--- src/hdl/smc_pkg.sv ---
// ----------------------------------------------------------------------------
// smc_pkg
// Shared types, widths, codes and the switching table of the sliding mode
// controller.
// ----------------------------------------------------------------------------
package smc_pkg;

	// Field widths
	localparam int ERR_W   = 32;  // error sample, Q16.16
	localparam int GAIN_W  = 24;  // gains, unsigned Q8.16
	localparam int VE_W    = ERR_W + 1;
	localparam int S_W     = 42;  // sliding surface, Q.16
	localparam int A_W     = GAIN_W + 1;
	localparam int B_W     = 34;
	localparam int P_W     = A_W + B_W;
	localparam int ACC_W   = 54;
	localparam int T_W     = 18;  // table value, signed, |t| <= 1.0
	localparam int FRAC_W  = 20;  // interpolation fraction
	localparam int Q_SHIFT = 16;

	// Switching table
	localparam int TANH_TABLE_ENTRIES = 256;
	localparam int IDX_W = $clog2(TANH_TABLE_ENTRIES + 1);

	// Configuration register indexes
	localparam int CFG_IDX_W = 2;
	localparam logic [CFG_IDX_W-1:0] REG_SURFACE_SLOPE  = 2'd0;
	localparam logic [CFG_IDX_W-1:0] REG_SURFACE_GAIN   = 2'd1;
	localparam logic [CFG_IDX_W-1:0] REG_SWITCHING_GAIN = 2'd2;

	localparam logic [GAIN_W-1:0] SURFACE_SLOPE_RST  = 24'd65536;
	localparam logic [GAIN_W-1:0] SURFACE_GAIN_RST   = 24'd65536;
	localparam logic [GAIN_W-1:0] SWITCHING_GAIN_RST = 24'd0;

	typedef logic signed [ERR_W-1:0] err_t;
	typedef logic signed [VE_W-1:0]  ve_t;
	typedef logic signed [S_W-1:0]   surf_t;
	typedef logic signed [A_W-1:0]   mul_a_t;
	typedef logic signed [B_W-1:0]   mul_b_t;
	typedef logic signed [P_W-1:0]   prod_t;
	typedef logic signed [ACC_W-1:0] acc_t;
	typedef logic signed [T_W-1:0]   tanh_t;
	typedef logic [IDX_W-1:0]        idx_t;
	typedef logic [FRAC_W-1:0]       frac_t;
	typedef logic [GAIN_W-1:0]       gain_t;

	typedef tanh_t tanh_rom_t [0:TANH_TABLE_ENTRIES];

	// Request to the shared multiplier
	typedef struct packed {
		logic   en;
		mul_a_t a;
		mul_b_t b;
	} mul_req_t;

	typedef enum logic [3:0] {
		ST_IDLE,
		ST_MUL_LE,   // lambda * e
		ST_MUL_LV,   // form S, lambda * ve
		ST_MUL_KH,   // ks * integer part of S
		ST_MUL_KL,   // ks * fraction of S
		ST_MUL_POS,  // table position of |S|
		ST_RD_LO,
		ST_RD_HI,
		ST_MUL_IP,   // interpolation product
		ST_SIGN,
		ST_MUL_ET,   // eps * tanh
		ST_SUM,
		ST_DONE
	} smc_state_t;

	// Floored quotient of two non-negative values by shift and subtract.
	function automatic longint div_pos(input longint num, input longint den);
		longint quo;
		longint rem;
		quo = 0;
		rem = 0;
		for (int b = 62; b >= 0; b--) begin
			rem = (rem << 1) | ((num >> b) & longint'(1));
			if (rem >= den) begin
				rem = rem - den;
				quo = quo | (longint'(1) << b);
			end
		end
		return quo;
	endfunction

	// tanh(x/2) at x = i*16/N in Q2.16, from integer arithmetic: exp(-d) by a
	// floored Taylor series in Q30, powers by floored Q30 products.
	function automatic tanh_rom_t build_tanh_rom();
		longint   one_q30;
		longint   d;
		longint   term;
		longint   base;
		longint   p;
		longint   den;
		tanh_rom_t rom;
		one_q30 = longint'(1) << 30;
		d = div_pos(longint'(16) << 30, longint'(TANH_TABLE_ENTRIES));
		term = one_q30;
		base = one_q30;
		p = one_q30;
		for (int k = 1; k <= 24; k++) begin
			if (term > 0) begin
				term = div_pos((term * d) >>> 30, longint'(k));
				base = ((k & 1) == 1) ? base - term : base + term;
			end
		end
		for (int i = 0; i <= TANH_TABLE_ENTRIES; i++) begin
			den = one_q30 + p;
			rom[i] = tanh_t'(div_pos((one_q30 - p) * 2 * 65536 + den, 2 * den));
			p = (p * base) >>> 30;
		end
		return rom;
	endfunction

	localparam tanh_rom_t TANH_ROM  = build_tanh_rom();
	localparam tanh_t     TANH_LAST = TANH_ROM[TANH_TABLE_ENTRIES];

endpackage

--- src/hdl/smc_mul.sv ---
// ----------------------------------------------------------------------------
// smc_mul
// Shared signed multiplier with a registered product.
// ----------------------------------------------------------------------------
module smc_mul (
	input  logic              clk,
	input  smc_pkg::mul_req_t req,
	output smc_pkg::prod_t    prod
);
	import smc_pkg::*;

	// hold the product until the next request
	always_ff @(posedge clk) begin
		if (req.en) begin
			prod <= prod_t'(req.a) * prod_t'(req.b);
		end
	end

endmodule

--- config.mk ---
export PLATFORM = sky130hd
export DESIGN_NAME = smc_mul
export DESIGN_NICKNAME = d
export VERILOG_FILES = /design/src/hdl/smc_pkg.sv /design/src/hdl/smc_mul.sv
export SDC_FILE = /design/constraint.sdc
export NUM_CORES = 2
export LEC_CHECK = 0
export ABC_AREA = 1
export BUFFER_PORTS_ARGS = -buffer_cell sky130_fd_sc_hd__clkbuf_2
export CELL_PAD_IN_SITES_DETAIL_PLACEMENT = 0
export CELL_PAD_IN_SITES_GLOBAL_PLACEMENT = 1
export CORE_MARGIN = 2
export CORE_UTILIZATION = 28
export DETAILED_ROUTE_END_ITERATION = 8
export GPL_ROUTABILITY_DRIVEN = 0
export GPL_TIMING_DRIVEN = 0
export PLACE_DENSITY = 0.58
export SLEW_MARGIN = 25
export SYNTH_ARGS = -nofsm -noshare
export SYNTH_HDL_FRONTEND = slang
export SYNTH_SLANG_ARGS = --single-unit
--- constraint.sdc ---
create_clock -name clk -period 10.3 [get_ports clk]
set_input_delay 1.03 -clock clk [delete_from_list [all_inputs] [get_ports clk]]
set_output_delay 1.03 -clock clk [all_outputs]
set_load 0.01 [all_outputs]
==> key figures <==
Worst setup path
  – Sequence of cells on the critical path: clkbuf_1 > clkbuf_1 > nand2_1 > fa_1 > inv_1 > fa_1 > fa_1 > fa_1 > fa_1 > fa_1 > fa_1 > ha_1 > nand2_1 > inv_1 > nand2_2 > nor2_1 > nand2_1 > nor3_1 > nand2_1 > nand4_1 > nand2_1
  – CP max-delay cell: sky130_fd_sc_hd__fa_1
  – WP depth: 21
  – Number of buffer and inverter instances along the worst setup path: 4
  – Startpoint of the worst setup timing path: req[45]
  – Critical path class: in2reg
  – Crit-path max cell delay: 0.90 ns
  – Maximum net fanout on the critical path: 10
  – Kind of end point of the critical path: flop
  – Cell occurring most often along the worst timing path: sky130_fd_sc_hd__fa_1
  – Delay-heaviest family, CP: adder cells
  – End of the critical path: prod[56]
  – WP data arrival: 8.81 ns
  – Kind of start point of the critical path: primary input
  – Req. time, crit path: 10.36 ns

Hold path
  – Kind of path behind the tightest hold check: in2reg

Floorplanning
  – Effective utilization at floorplan: 0.282
  – Cell row count: 128
  – Die ar.: approximately 0.13 mm²
  – Width of the chip: 354 µm
  – Vertical extent of the die: about 350 µm
  – I/O pins: 120
  – Placeable core region: about 0.12 mm²

STA
  – Final number of max-transition violations: 0
  – Worst-margin pin slew: 1.17 ns
  – Setup repair after global routing missed its margin: no
  – Hold Vio Cnt, Final: 0
  – Final setup violation count: 0
  – Slew margin rel.: 0.223
  – Crit path time final: 8.75 ns
  – Final worst-path cycle share: 0.850
  – Setup TNS: 0 ns
  – FMAX: between 0.1 and 0.15 GHz

Synthesis
  – Yosys top cell area share: 0.506
  – Most frequent cell after synthesis: sky130_fd_sc_hd__inv_1
  – EDFF count, synth: 59
  – Xor and xnor fraction of the mapped netlist area: 0.00895
  – Synth Area in Simple Gates: 0.184
  – Adder and majority gate portion of the synthesized area: 0.564
  – Main combinational cell family by area after synthesis: adder cells
  – Post-Syn Nets: 5,503
  – Complex-gate fraction of the synthesized area: 0.00884
  – Number of cells produced by synthesis: about 4.4k
  – Most used flip-flop cell after synthesis: sky130_fd_sc_hd__edfxtp_1
  – Main area contributors after synthesis: sky130_fd_sc_hd__fa_1 (51%), sky130_fd_sc_hd__inv_1 (16%), sky130_fd_sc_hd__nand2_1 (14%)
  – Sequential share of the synthesized area: 0.0517
  – Distinct cell type count after synthesis: 33
  – Proportion of synthesized flip-flops having asynchronous set or reset: 0
  – Ranking of synthesized cells by instance count: sky130_fd_sc_hd__inv_1 (1,459), sky130_fd_sc_hd__nand2_1 (1,321), sky130_fd_sc_hd__fa_1 (865)
  – Synthesis Warnings: 0
  – Summed instance area of the synthesized netlist: between 0.03 and 0.04 mm²
  – Mean post-synth cell area: about 7.8 µm²
  – Cell type with the highest aggregate area in the netlist: sky130_fd_sc_hd__fa_1
  – Share of synthesized area spent on multiplexers: 0
  – #FFs+latches synth: 59

Final layout
  – Final core utilization: 0.304
  – Largest registers: prod (59)
  – # nets final: 5,577
  – Max reg flops: a little under 60
  – Number of inserted filler cells in the final layout: roughly 13k
  – Diode count: 0
  – Area grow syn2layout: 7.82%
  – Most flops, register: prod
  – Layout cells sized above 1: 0.0343

Route
  – Final Routed Wirelength: 141,000 µm
  – Count of vias placed by the detailed router: between 20k and 30k
  – Avg WL per Cell: 23.1 µm
  – DRT Pass-1 Iters: 5
  – Number of design-rule violations left by the first detailed-router iteration: 2,194
  – Mean number of vias per cell: 4.47
  – Routed Antenna Nets: 0
  – Count of unresolved DRC violations after routing: 0

CTS
  – Clock transition at the registers of the reported paths: ~0.050 ns
  – TritonCTS clock tree: yes
  – Number of buffers created by CTS: 9
  – Sink Count: 59
  – Maximum clock insertion buffer count: 2
  – CTS H-Tree Depth: 3
  – Post-CTS Repair Setup Buffers: 0
  – Count of cells resized by post-cts repair: 0
  – Clock root buffer: sky130_fd_sc_hd__clkbuf_16
  – Count of hold buffers inserted by post-cts repair: 0

Global route
  – Vias in the first global route: approximately 29k
  – Maximum number of pins on one net before global-route repair: 48
  – GRT Total Usage: 0.231
  – Global-route wire length before repair: about 210,000 µm
  – GR Overflow Total: 0
  – Initial antenna violation count: 9

Placed design
  – Port buffer count: 61
  – Post-detailed-placement half-perimeter wirelength: 120,000 µm

Outcome
  – Result of the run: completed

Job
  – Number of violations of the max-capacitance limit: 0
==> routing by layer <==
metal	vias to the layer above	GRT usage	wire (µm)
met4	14	0.0543	3610
met3	154	0.0408	11400
met1	14000	0.333	64000
met5	-	0	89
li1	12200	-	-
met2	1061	0.360	62400
==> cells in the final DEF (no fill, tap or decap), types with 2 or more instances in the layout <==
cell type	n
sky130_fd_sc_hd__a21o_1	2
sky130_fd_sc_hd__a21oi_1	41
sky130_fd_sc_hd__and2_0	2
sky130_fd_sc_hd__and2_1	5
sky130_fd_sc_hd__and3_1	2
sky130_fd_sc_hd__clkbuf_1	181
sky130_fd_sc_hd__clkbuf_16	9
sky130_fd_sc_hd__clkbuf_2	80
sky130_fd_sc_hd__clkinv_1	5
sky130_fd_sc_hd__edfxtp_1	59
sky130_fd_sc_hd__fa_1	864
sky130_fd_sc_hd__ha_1	159
sky130_fd_sc_hd__inv_1	1459
sky130_fd_sc_hd__nand2_1	1321
sky130_fd_sc_hd__nand2_2	13
sky130_fd_sc_hd__nand3_1	58
sky130_fd_sc_hd__nand3_2	6
sky130_fd_sc_hd__nand3b_1	4
sky130_fd_sc_hd__nand4_1	19
sky130_fd_sc_hd__nor2_1	102
sky130_fd_sc_hd__nor2_2	24
sky130_fd_sc_hd__nor2_4	4
sky130_fd_sc_hd__nor3_1	5
sky130_fd_sc_hd__nor3_2	3
sky130_fd_sc_hd__nor4_1	2
sky130_fd_sc_hd__o21ai_0	9
sky130_fd_sc_hd__o21bai_1	4
sky130_fd_sc_hd__or2_2	7
sky130_fd_sc_hd__xnor2_1	7
sky130_fd_sc_hd__xor2_1	28
==> layout make-up <==
type | count | area (µm²) | area share
Buffer | 201 | 779 | 0.0211
Clock buffer | 9 | 225 | 0.00610
Clock inverter | 5 | 46.3 | 0.00125
Timing Repair Buffer | 63 | 347 | 0.00939
Inverter | 1462 | 5490 | 0.149
Tap cell | 1625 | 2030 | 0.0551
Sequential cell | 59 | 1770 | 0.0480
Multi-Input combinational cell | 2696 | 26200 | 0.710
==> worst min-delay path by stage <==
stage	from	to	cells past startpoint
final	req[59]	prod[55]	1
after global routing	req[59]	prod[55]	1
after CTS	req[59]	prod[55]	1
after detailed placement	prod[17]	prod[17]	1
after global placement	prod[1]	prod[1]	1
after floorplan	req[59]	prod[0]	0
==> metrics by stage <==
step,instance area [µm²],hold slack (ns),setup slack (ns),instances
after floorplan,34200,1.14,3.18,4418
after global placement,36600,1.45,1.11,6104
after detailed placement,36600,1.45,1.23,6105
after CTS,36900,1.07,1.57,6119
after global routing,36900,1.09,1.26,6120
final,36900,1.08,1.55,6120
==> logic make-up (layout without fill, tap and decap cells) <==
kind of cell | Yosys count | in the layout
fa+ha+maj | 1024 | 1024
simple gates | 1580 | 1580
compound gates | 57 | 57
flops | 59 | 59
xor+xnor | 35 | 35
buf+inv | 1663 | 1740
Power is not shown: default switching activity piles up to over one toggle a cycle in this logic, so the estimate is an artifact.
